`config.mk`:
```
export PLATFORM = sky130hd
export DESIGN_NAME = software_timer_table
export DESIGN_NICKNAME = d
export VERILOG_FILES = /design/src/hdl/stt_pkg.sv /design/src/hdl/stt_slots.sv /design/src/hdl/stt_scan.sv /design/src/hdl/software_timer_table.sv
export SDC_FILE = /design/constraint.sdc
export NUM_CORES = 1
export LEC_CHECK = 0
export BUFFER_PORTS_ARGS = -buffer_cell sky130_fd_sc_hd__buf_2
export CAP_MARGIN = 5
export CORE_MARGIN = 1.5
export CORE_UTILIZATION = 60
export DETAILED_ROUTE_END_ITERATION = 16
export GPL_TIMING_DRIVEN = 0
export PLACE_DENSITY = 0.77
export SETUP_SLACK_MARGIN = 0.4
export SLEW_MARGIN = 20
export SYNTH_ARGS = -nofsm -noshare
export SYNTH_HDL_FRONTEND = slang
export SYNTH_SLANG_ARGS = --single-unit
```
`constraint.sdc`:
```
create_clock -name clk -period 17.1 [get_ports clk]
set_clock_uncertainty 0.05 [all_clocks]
set_input_delay 2.565 -clock clk [delete_from_list [all_inputs] [get_ports clk]]
set_output_delay 2.565 -clock clk [all_outputs]
set_load 0.05 [all_outputs]
```
`src/hdl/stt_pkg.sv`:
```
// Shared types and constants for the software timer table.
// Used by stt_slots, stt_scan and software_timer_table; no dependencies.
`timescale 1ns / 1ps
`default_nettype none

package stt_pkg;

  localparam int NUM_TIMERS  = 8;
  localparam int TIME_BITS   = 32;
  localparam int MAX_RESULTS = 8;

  localparam int SLOT_W = (NUM_TIMERS > 1) ? $clog2(NUM_TIMERS) : 1;
  localparam int RES_W  = $clog2(MAX_RESULTS + 1);

  localparam int KIND_W     = 3;
  localparam int IDX_W      = 3;
  localparam int PERIOD_W   = 32;
  localparam int RKIND_W    = 2;
  localparam int IN_DATA_W  = 40;
  localparam int OUT_DATA_W = 8;

  typedef enum logic [KIND_W-1:0] {
    KIND_TICK   = 3'd0,
    KIND_CREATE = 3'd1,
    KIND_START  = 3'd2,
    KIND_STOP   = 3'd3,
    KIND_CHANGE = 3'd4,
    KIND_DELETE = 3'd5
  } kind_t;

  typedef enum logic [RKIND_W-1:0] {
    RK_ACK       = 2'd0,
    RK_EXPIRED   = 2'd1,
    RK_NO_EXPIRY = 2'd2
  } rkind_t;

  typedef enum logic [2:0] {
    SOP_NONE,
    SOP_CREATE,
    SOP_ARM,
    SOP_STOP,
    SOP_SETPER,
    SOP_DELETE
  } slot_op_t;

  typedef struct packed {
    slot_op_t              op;
    logic [SLOT_W-1:0]     slot;
    logic [PERIOD_W-1:0]   period;
    logic                  ar;
  } slot_wr_t;

  typedef struct packed {
    logic              start;   // forget the best candidate of the last round
    logic              new_tick;// clear the pending set
    logic              step;    // examine one slot
    logic              first;   // first round of a tick builds the pending set
    logic [SLOT_W-1:0] slot;
    logic              drop;    // remove the current best from the pending set
  } scan_ctrl_t;

  typedef struct packed {
    logic              found;
    logic [SLOT_W-1:0] best;
    logic              more;    // pending timers remain besides the best
  } scan_stat_t;

endpackage

`default_nettype wire

```
`src/hdl/stt_slots.sv`:
```
// Timer slot state: period, expiry and flag registers with one write port.
// Depends on stt_pkg.
`timescale 1ns / 1ps
`default_nettype none

module stt_slots
  import stt_pkg::*;
(
  input  wire logic                  clk,
  input  wire logic                  rst,
  input  wire slot_wr_t              wr,
  input  wire logic [TIME_BITS-1:0]  now,
  input  wire logic [SLOT_W-1:0]     rd_slot,
  output logic      [TIME_BITS-1:0]  rd_expiry,
  output logic      [NUM_TIMERS-1:0] running,
  output logic      [NUM_TIMERS-1:0] periodic,
  output logic      [NUM_TIMERS-1:0] created
);

  logic [TIME_BITS-1:0] period [NUM_TIMERS];
  logic [TIME_BITS-1:0] expiry [NUM_TIMERS];
  logic [TIME_BITS-1:0] new_period;
  logic [TIME_BITS-1:0] arm_period;
  logic [TIME_BITS-1:0] arm_expiry;

  assign new_period = TIME_BITS'(wr.period);
  assign arm_period = (wr.op == SOP_SETPER) ? new_period : period[wr.slot];
  assign arm_expiry = now + arm_period;
  assign rd_expiry  = expiry[rd_slot];

  always_ff @(posedge clk) begin
    case (wr.op)
      SOP_CREATE: period[wr.slot] <= new_period;
      SOP_ARM: expiry[wr.slot] <= arm_expiry;
      SOP_SETPER: begin
        period[wr.slot] <= new_period;
        expiry[wr.slot] <= arm_expiry;
      end
      default: ;
    endcase
  end

  always_ff @(posedge clk) begin
    if (rst) begin
      running  <= '0;
      periodic <= '0;
      created  <= '0;
    end else begin
      case (wr.op)
        SOP_CREATE: begin
          created[wr.slot]  <= 1'b1;
          periodic[wr.slot] <= wr.ar;
          running[wr.slot]  <= 1'b0;
        end
        SOP_ARM, SOP_SETPER: running[wr.slot] <= 1'b1;
        SOP_STOP: running[wr.slot] <= 1'b0;
        SOP_DELETE: begin
          created[wr.slot]  <= 1'b0;
          periodic[wr.slot] <= 1'b0;
          running[wr.slot]  <= 1'b0;
        end
        default: ;
      endcase
    end
  end

endmodule

`default_nettype wire

```
`src/hdl/stt_scan.sv`:
```
// Expiry scan unit: one subtract and compare per cycle, keeps the most
// overdue pending timer and the pending set of the current tick. Depends on stt_pkg.
`timescale 1ns / 1ps
`default_nettype none

module stt_scan
  import stt_pkg::*;
(
  input  wire logic                  clk,
  input  wire logic                  rst,
  input  wire scan_ctrl_t            ctrl,
  input  wire logic [TIME_BITS-1:0]  now,
  input  wire logic [TIME_BITS-1:0]  expiry,
  input  wire logic [NUM_TIMERS-1:0] running,
  output scan_stat_t                 stat
);

  logic [NUM_TIMERS-1:0] pend;
  logic [NUM_TIMERS-1:0] pend_after;
  logic [TIME_BITS-1:0]  best_late;
  logic [SLOT_W-1:0]     best;
  logic                  found;
  logic [TIME_BITS-1:0]  late;
  logic                  reached;
  logic                  cand;
  logic                  better;

  assign late    = now - expiry;
  assign reached = ~late[TIME_BITS-1];
  assign cand    = ctrl.first ? (running[ctrl.slot] & reached) : pend[ctrl.slot];
  // strict compare: on a tie the lower slot, seen first, keeps the place
  assign better  = ~found | (late > best_late);

  always_comb begin
    pend_after       = pend;
    pend_after[best] = 1'b0;
  end

  assign stat.found = found;
  assign stat.best  = best;
  assign stat.more  = |pend_after;

  always_ff @(posedge clk) begin
    if (rst) begin
      pend  <= '0;
      found <= 1'b0;
    end else begin
      if (ctrl.drop) begin
        pend <= pend_after;
      end
      if (ctrl.new_tick) begin
        pend <= '0;
      end
      if (ctrl.start) begin
        found <= 1'b0;
      end else if (ctrl.step) begin
        if (ctrl.first) begin
          pend[ctrl.slot] <= cand;
        end
        if (cand && better) begin
          found <= 1'b1;
        end
      end
    end
  end

  always_ff @(posedge clk) begin
    if (ctrl.step && !ctrl.start && cand && better) begin
      best      <= ctrl.slot;
      best_late <= late;
    end
  end

endmodule

`default_nettype wire

```
`src/hdl/software_timer_table.sv`:
```
// Software timer table top level: command decode, tick sequencer, result register.
// Depends on stt_pkg, stt_slots and stt_scan.
`timescale 1ns / 1ps
`default_nettype none

// A command (create, start, stop, change period, delete) is registered,
// then decoded in ST_CMD, and gives one acknowledgement. A tick advances
// the time counter and then runs one scan round per fired timer (at least
// one, at most MAX_RESULTS): each round walks all NUM_TIMERS slots through
// a single subtract-and-compare unit, one slot a cycle, and ST_DECIDE then
// issues the result once the output register is free. Input
// is taken only between items; the result register lets the last result
// wait on the output while the next item is accepted.

module software_timer_table
  import stt_pkg::*;
(
  input  wire logic                  clk,
  input  wire logic                  rst,
  input  wire logic                  s_axis_tvalid,
  output logic                       s_axis_tready,
  // timer_index [2:0], period [34:3], auto_reload [35], zero [39:36]
  input  wire logic [IN_DATA_W-1:0]  s_axis_tdata,
  // kind [2:0]
  input  wire logic [KIND_W-1:0]     s_axis_tuser,
  output logic                       m_axis_tvalid,
  input  wire logic                  m_axis_tready,
  // timer_index_res [2:0], status [3], zero [7:4]
  output logic      [OUT_DATA_W-1:0] m_axis_tdata,
  // result_kind [1:0]
  output logic      [RKIND_W-1:0]    m_axis_tuser,
  output logic                       m_axis_tlast
);

  typedef enum logic [1:0] {ST_IDLE, ST_CMD, ST_SCAN, ST_DECIDE} state_t;

  state_t                state;
  logic [KIND_W-1:0]     kind_q;
  logic [IDX_W-1:0]      idx_q;
  logic [PERIOD_W-1:0]   period_q;
  logic                  ar_q;
  logic [TIME_BITS-1:0]  now;
  logic [SLOT_W-1:0]     cnt;
  logic [RES_W-1:0]      nres;
  logic                  first;

  logic                  out_free;
  logic                  out_load;
  logic                  in_accept;
  logic [SLOT_W-1:0]     cmd_slot;
  logic                  idx_ok;
  logic                  known;
  logic                  cmd_status;
  slot_op_t              cmd_op;
  logic                  last_fire;

  slot_wr_t              slot_wr;
  scan_ctrl_t            scan_ctrl;
  scan_stat_t            scan_stat;
  logic [TIME_BITS-1:0]  rd_expiry;
  logic [NUM_TIMERS-1:0] running;
  logic [NUM_TIMERS-1:0] periodic;
  logic [NUM_TIMERS-1:0] created;

  assign s_axis_tready = (state == ST_IDLE);
  assign in_accept     = s_axis_tvalid && s_axis_tready;
  assign out_free      = !m_axis_tvalid || m_axis_tready;
  assign out_load      = out_free && (state == ST_CMD || state == ST_DECIDE);

  // command decode
  assign cmd_slot = SLOT_W'(idx_q);
  assign idx_ok   = (32'(idx_q) < NUM_TIMERS);
  assign known    = (kind_q <= KIND_DELETE);

  always_comb begin
    cmd_status = 1'b0;
    cmd_op     = SOP_NONE;
    if (known && kind_q != KIND_TICK) begin
      if (!idx_ok || (kind_q != KIND_CREATE && !created[cmd_slot])) begin
        cmd_status = 1'b1;
      end else begin
        case (kind_q)
          KIND_CREATE: cmd_op = SOP_CREATE;
          KIND_START:  cmd_op = SOP_ARM;
          KIND_STOP:   cmd_op = SOP_STOP;
          KIND_CHANGE: cmd_op = SOP_SETPER;
          KIND_DELETE: cmd_op = SOP_DELETE;
          default:     cmd_op = SOP_NONE;
        endcase
      end
    end
  end

  assign last_fire = !scan_stat.more || (nres == RES_W'(MAX_RESULTS - 1));

  always_comb begin
    slot_wr.op     = SOP_NONE;
    slot_wr.slot   = cmd_slot;
    slot_wr.period = period_q;
    slot_wr.ar     = ar_q;
    if (state == ST_CMD && out_free) begin
      slot_wr.op = cmd_op;
    end else if (state == ST_DECIDE && out_free && scan_stat.found) begin
      // one-shot stops, auto-reload rearms at now plus period
      slot_wr.slot = scan_stat.best;
      slot_wr.op   = periodic[scan_stat.best] ? SOP_ARM : SOP_STOP;
    end
  end

  always_comb begin
    scan_ctrl.new_tick = in_accept && (s_axis_tuser == KIND_TICK);
    scan_ctrl.step     = (state == ST_SCAN);
    scan_ctrl.first    = first;
    scan_ctrl.slot     = cnt;
    scan_ctrl.drop     = (state == ST_DECIDE) && out_free && scan_stat.found;
    scan_ctrl.start    = scan_ctrl.new_tick || scan_ctrl.drop;
  end

  stt_slots u_slots (
    .clk       (clk),
    .rst       (rst),
    .wr        (slot_wr),
    .now       (now),
    .rd_slot   (cnt),
    .rd_expiry (rd_expiry),
    .running   (running),
    .periodic  (periodic),
    .created   (created)
  );

  stt_scan u_scan (
    .clk     (clk),
    .rst     (rst),
    .ctrl    (scan_ctrl),
    .now     (now),
    .expiry  (rd_expiry),
    .running (running),
    .stat    (scan_stat)
  );

  always_ff @(posedge clk) begin
    if (rst) begin
      state         <= ST_IDLE;
      m_axis_tvalid <= 1'b0;
      now           <= '0;
      cnt           <= '0;
      nres          <= '0;
      first         <= 1'b0;
    end else begin
      if (out_load) begin
        m_axis_tvalid <= 1'b1;
      end else if (m_axis_tready) begin
        m_axis_tvalid <= 1'b0;
      end
      case (state)
        ST_IDLE: begin
          if (s_axis_tvalid) begin
            kind_q   <= s_axis_tuser;
            idx_q    <= s_axis_tdata[IDX_W-1:0];
            period_q <= s_axis_tdata[IDX_W +: PERIOD_W];
            ar_q     <= s_axis_tdata[IDX_W + PERIOD_W];
            if (s_axis_tuser == KIND_TICK) begin
              now   <= now + TIME_BITS'(1);
              cnt   <= '0;
              nres  <= '0;
              first <= 1'b1;
              state <= ST_SCAN;
            end else begin
              state <= ST_CMD;
            end
          end
        end
        ST_CMD: begin
          if (out_free) begin
            m_axis_tuser  <= RK_ACK;
            m_axis_tdata  <= {{(OUT_DATA_W - IDX_W - 1){1'b0}}, cmd_status, idx_q};
            m_axis_tlast  <= 1'b1;
            state         <= ST_IDLE;
          end
        end
        ST_SCAN: begin
          cnt <= cnt + SLOT_W'(1);
          if (cnt == SLOT_W'(NUM_TIMERS - 1)) begin
            state <= ST_DECIDE;
          end
        end
        ST_DECIDE: begin
          if (out_free) begin
            if (scan_stat.found) begin
              m_axis_tuser <= RK_EXPIRED;
              m_axis_tdata <= {{(OUT_DATA_W - IDX_W - 1){1'b0}}, 1'b0,
                               IDX_W'(scan_stat.best)};
              m_axis_tlast <= last_fire;
              nres         <= nres + RES_W'(1);
              first        <= 1'b0;
              cnt          <= '0;
              state        <= last_fire ? ST_IDLE : ST_SCAN;
            end else begin
              m_axis_tuser <= RK_NO_EXPIRY;
              m_axis_tdata <= '0;
              m_axis_tlast <= 1'b1;
              state        <= ST_IDLE;
            end
          end
        end
        default: state <= ST_IDLE;
      endcase
    end
  end

endmodule

`default_nettype wire

```
* Word-level counts from Yosys, hierarchy flattened
Memories as Yosys holds them, arrays and structs flattened. A register that Yosys moved wholly into a read port is not among the register bits.
Index checks and enable logic that the tools add are counted.
** Operators by class
- Add/subtract/negate cells :: 5
- Order comparisons :: 9
- Equal/unequal tests :: 22
- Mux-type cells :: 82
- Bitwise gates (word level) :: 15
- Reduce and logical (&&, ||, !) cells :: 43
** Operator list (count)
- two-way mux 32 bit :: 3
- two-way mux 8 bit :: 8
- one-hot mux 8 bit (2 select lines) :: 4
- two-way mux 3 bit :: 11
- adder 32 x 1 -> 32 bit (second input constant) :: 1
- adder 32 bit :: 1
- AND 8 bit :: 4
- greater-than comparator 32 bit :: 1
- subtractor 32 bit :: 1
- two-way mux 1 bit :: 26
- two-way mux 2 bit :: 9
- bitwise mux 8 bit :: 2
- < comparator 3 x 4 -> 1 bit (second input constant) :: 4
- two-way mux 4 bit :: 4
- NOT 8 bit :: 2
- bitwise OR 8 bit :: 2
- equality test 3 bit (second input constant) :: 5
- logical AND 1 bit :: 15
- one-hot mux 3 bit (5 select lines) :: 1
- binary-select mux 1 bit (select 3 bit) :: 4
- equality test 3 x 2 -> 1 bit (second input constant) :: 4
- AND reduction 5 bit :: 2
- nonzero test 2 bit :: 5
- demux 1 bit (select 3 bit) :: 3
- 31 further kinds :: 54
** Storage, ports and cells
- Register bits after elaboration :: 161
- RAM bits :: 512
- Word-level logic and storage cells :: 198
- Memories :: 2
** Memories
- u_slots.expiry :: depth 8, width 32, rd ports 1, clocked after memory_dff 1, write ports 1, line stt_slots.sv:21 : logic [TIME_BITS-1:0] expiry [NUM_TIMERS];
- u_slots.period :: depth 8, width 32, rd ports 1, clocked after memory_dff 0, write ports 1, line stt_slots.sv:20 : logic [TIME_BITS-1:0] period [NUM_TIMERS];

* Longest topological paths before layout
- Depth in word-level cells :: 13
- Depth in mapped cells :: 25
- Depth with buffers taken out :: 23

* By module
From an unflattened synthesis, not the netlist that was laid out.
** Unflattened totals
- Cell total of the unflattened synthesis :: 2183
- Area total of the unflattened synthesis :: 30681.9 um^2
** Modules (own cells, without submodules)
- stt_slots :: times used 1, cells an instance 1329, area each 22337.7 um^2, sequential area each 15855.2 um^2
- stt_scan :: times used 1, cells an instance 499, area each 4421.7 um^2, sequential area each 1231.2 um^2
- software_timer_table :: times used 1, cells an instance 355, area each 3922.5 um^2, sequential area each 2242.2 um^2

* Worst setup path after synthesis
Ideal clock, no wire load.
- Kind :: flip-flop to flip-flop
- From :: register (tool-made name)
- To :: register u_scan.best[0] (enable)
- Library setup time :: 0.458 ns
- Data arrival time :: 7.119 ns
- Path slack :: 9.473 ns
- Cell stages (with the launch flop) :: 23
- Path buffers :: 2
- Period minus slack after synthesis :: 7.627 ns
- Cell sequence :: dfxtp_1 -> buf_2 -> buf_1 -> mux4_2 -> mux2_2 -> ha_1 -> fa_1 -> nor2b_1 -> o31a_1 -> o31ai_2 -> nor2_1 -> a31oi_1 -> o31ai_1 -> a211o_1 -> a21oi_1 -> xnor2_1 -> ha_1 -> nand3_1 -> nor2_1 -> nand4_1 -> nor4_1 -> a21oi_1 -> a2111oi_2
** RTL lines
- to (signal assigned) :: line stt_scan.sv:69 : best <= ctrl.slot;
- to (decl) :: line stt_scan.sv:21 : logic [SLOT_W-1:0] best;

==> metrics.md <==
| Metric | Value |
|---|---|
| Boundary pin count | 60 |
| Static Leak | between 10 and 15 nW |
| Clock transition at the registers of the reported paths | 0.06 ns |
| Crit path top cell by count | buf_4 |
| CP Launch Type | register |
| Pwr/cell area | around 100 mW/mm² |
| Hold Path End | u_slots.periodic[6] |
| ANT cells | 0 |
| Non-Filler Instances | between 2000 and 3000 |
| Hold-fix buffers, CTS | 0 |
| Via count | between 15000 and 20000 |
| Min-Delay Path Class | register to register |
| Largest stage delay on the critical path | ~0.8 ns |
| Area leader, netlist | edfxtp_1 |
| Cells after Synth | approximately 2000 |
| Number of distinct library cells after synthesis | a little over 90 |
| Min Tclk post-route | 8.38 ns |
| CTS tree | built |
| Maximum buffer depth of the clock tree | 3 |
| Fin. max-slew vios | 0 |
| Layout area overhead | 13.1% |
| Largest cells by area after synthesis | edfxtp_1 61%, mux4_2 5.6%, dfxtp_1 5.4% |
| Most frequent cells in the layout | 593 x edfxtp_1, 116 x nand2_1, 112 x nor2_1 |
| Setup TNS | 0 ns |
| Antenna Violating Nets Remaining | 0 |
| RePlAce Congestion | approximately 0.9 |
| #FFs+latches synth | 672 |
| Final setup viols | 0 |
| Crit path max fanout | 12 |
| Hold path startpoint | u_slots.periodic[6] |
| Inserted Clock Buffers | 69 |
| DRT iter0 DRCs | about 1800 |
| Skew-Pair Late Insertion Delay | just over 0.6 ns |
| Layout cells sized above 1 | ~15% |
| Post_cts resized | 0 |
| Total grt overflow | 0 |
| DRT Wirelength | about 68000 µm |
| RSZ-0062 raised after global routing | no |
| Commonest non-fill, non-tap cell in the layout | edfxtp_1 |
| Avg WL per Cell | between 20 and 25 µm |
| Post-Syn Area per Cell | roughly 15 µm² |
| Mapped Area | slightly below 0.03 mm² |
| Final hold violation count | 0 |
| Maxcap violations | 0 |
| Cells after DPL | 2688 |
| Global Route Usage Sum | between 20% and 30% |
| Initial Util | 60.9% |
| Buffers on Ports | 51 |
| Utilization after layout | between 60 and 70% |
| Max Freq | approximately 120 MHz |
| First-pass GRT wire length | 104000 µm |
| Peak supply drop | 0.000107 V |
| Die height | between 200 and 250 µm |
| Post-route DRC | 0 |
| Delay-heaviest family, CP | compound AO/OA/AOI/OAI gates |
| Row Count | 80 |
| Status | complete, no violations |
| CP Capture Type | register |
| # nets final | 2291 |
| Post-synth ARST share | 0% |
| Number of synthesized flops with an enable pin | between 500 and 600 |
| Core Area | between 0.04 and 0.05 mm² |
| Register area share after synthesis | between 60% and 70% |
| Final Cycle Share | between 40 and 50% |
| Slew HR | approximately a third |
| Vias in the first global route | around 18000 |
| Antenna violations before repair | 3 |
| HPWL after DPL | approximately 46000 µm |
| Setup Buffers After CTS | 0 |
| Vias per cell | 6.40 |
| Chip Width | ~220 µm |
| Synth warn | 0 |
| CP required | 17.35 ns |
| FF-to-FF setup slack | 8.72 ns |
| Worst-Margin Slew | 1.02 ns |
| Root buffer cell | clkbuf_16 |
| Worst R2R Path Depth | 25 |
| Critical path type | register to register |
| Top FF cell, synth | edfxtp_1 |
| Hold depth | 2 |
| CTS Sinks | 672 |
| Die footprint | approximately 0.05 mm² |
| Synth top area share | ~61% |
| CP bufs+invs | 5 |
| Reg2reg end | u_scan.best_late[24] |
| CP Data Arrival Time | 8.63 ns |
| Slowest stage cell, crit path | buf_1 |
| H-tree depth | 3 |
| Drt pass-1 iters | 5 |
| Largest net degree at the start of global routing | 25 |
-- tightest hold or removal path, cell delays in order, from the launching register on --
cell and delay [ns]:
dfxtp_1 0.30, o21ai_0 0.07, a21oi_1 0.06
-- flip-flops by register name, indices dropped and copies added, names as in the netlist, 8 cells and up, named ones only --
name and flops:
u_slots.periodic 8, now 32, period_q 32, u_scan.best_late 32
u_slots.expiry 256, u_scan.pend 8, u_slots.period 256
-- cell usage after synthesis, drive strengths merged (3+ instances only) --
cell / n
a211o: 3
a211oi: 21
a21o: 29
a21oi: 86
a221oi: 3
a31oi: 7
and2: 8
and3: 15
and4: 4
buf: 34
clkbuf: 55
dfxtp: 79
edfxtp: 593
ha: 98
inv: 49
mux2: 4
mux2i: 40
mux4: 72
nand2: 117
nand2b: 22
nand3: 35
nand3b: 5
nand4: 19
nor2: 132
nor2b: 13
nor3: 49
nor3b: 7
o2111ai: 4
o211ai: 6
o21a: 14
o21ai: 88
o21bai: 9
o221ai: 31
o22a: 5
o22ai: 100
o311ai: 3
o31a: 4
o31ai: 5
or2: 9
or3: 11
xnor2: 44
xor2: 38
-- metrics by stage --
stage               setup slack [ns]  total power, mW  hold slack, ns  cell area, µm²
floorplan                       9.47             1.92           0.382           29200
global placement                6.54             1.95           0.412           30200
detailed placement              8.44             1.96           0.414           30800
CTS                             8.56             3.39           0.429           33000
global route                    8.19             3.46           0.459           33000
finish                          8.72             3.37           0.433           33000
-- logic make-up after synthesis --
group / Yosys count / share of synthesized area, %
AOI/OAI and AO/OA: 438 / 9.99
xor gates and xnor gates: 82 / 2.46
adders and majority gates: 100 / 4.34
buffers and inverters: 138 / 1.94
DFF: 672 / 66.5
muxes: 116 / 7.11
other: 1 / 0.0129
and+or+nand+nor: 451 / 7.64
-- report_power, final --
group          switching, mW  internal, mW
combinational         0.0842        0.0389
clock                  0.617         0.828
sequential            0.0104          1.80
total                  0.711          2.66
-- worst max path at each step --
stage / depth (start not counted) / startpoint / slack [ns] / end
global route: 25 / register / 8.19 / u_scan.best_late[20]
global placement: 22 / register / 6.54 / u_scan.best_late[27]
finish: 25 / register / 8.72 / u_scan.best_late[24]
detailed placement: 20 / m_axis_tready / 8.44 / u_slots.expiry[5][29]
floorplan: 22 / register / 9.47 / u_scan.best[0]
CTS: 25 / register / 8.56 / u_scan.best_late[27]
-- layout make-up --
type,instances,area (µm²)
Buffer,89,384
Clock buffer,84,1840
Clock inverter,40,332
Fill cell,3224,14900
Inverter,49,184
Multi-Input combinational cell,1191,9340
Sequential cell,672,19400
Tap cell,615,769
Timing Repair Buffer,72,743
-- per-layer routing --
metal,wire length [µm],global-route usage (%)
met5,38,0
met4,2400,11.7
met3,5490,6.31
met2,32800,45.1
met1,27100,36.5
Power figures use the tool's default switching activity.
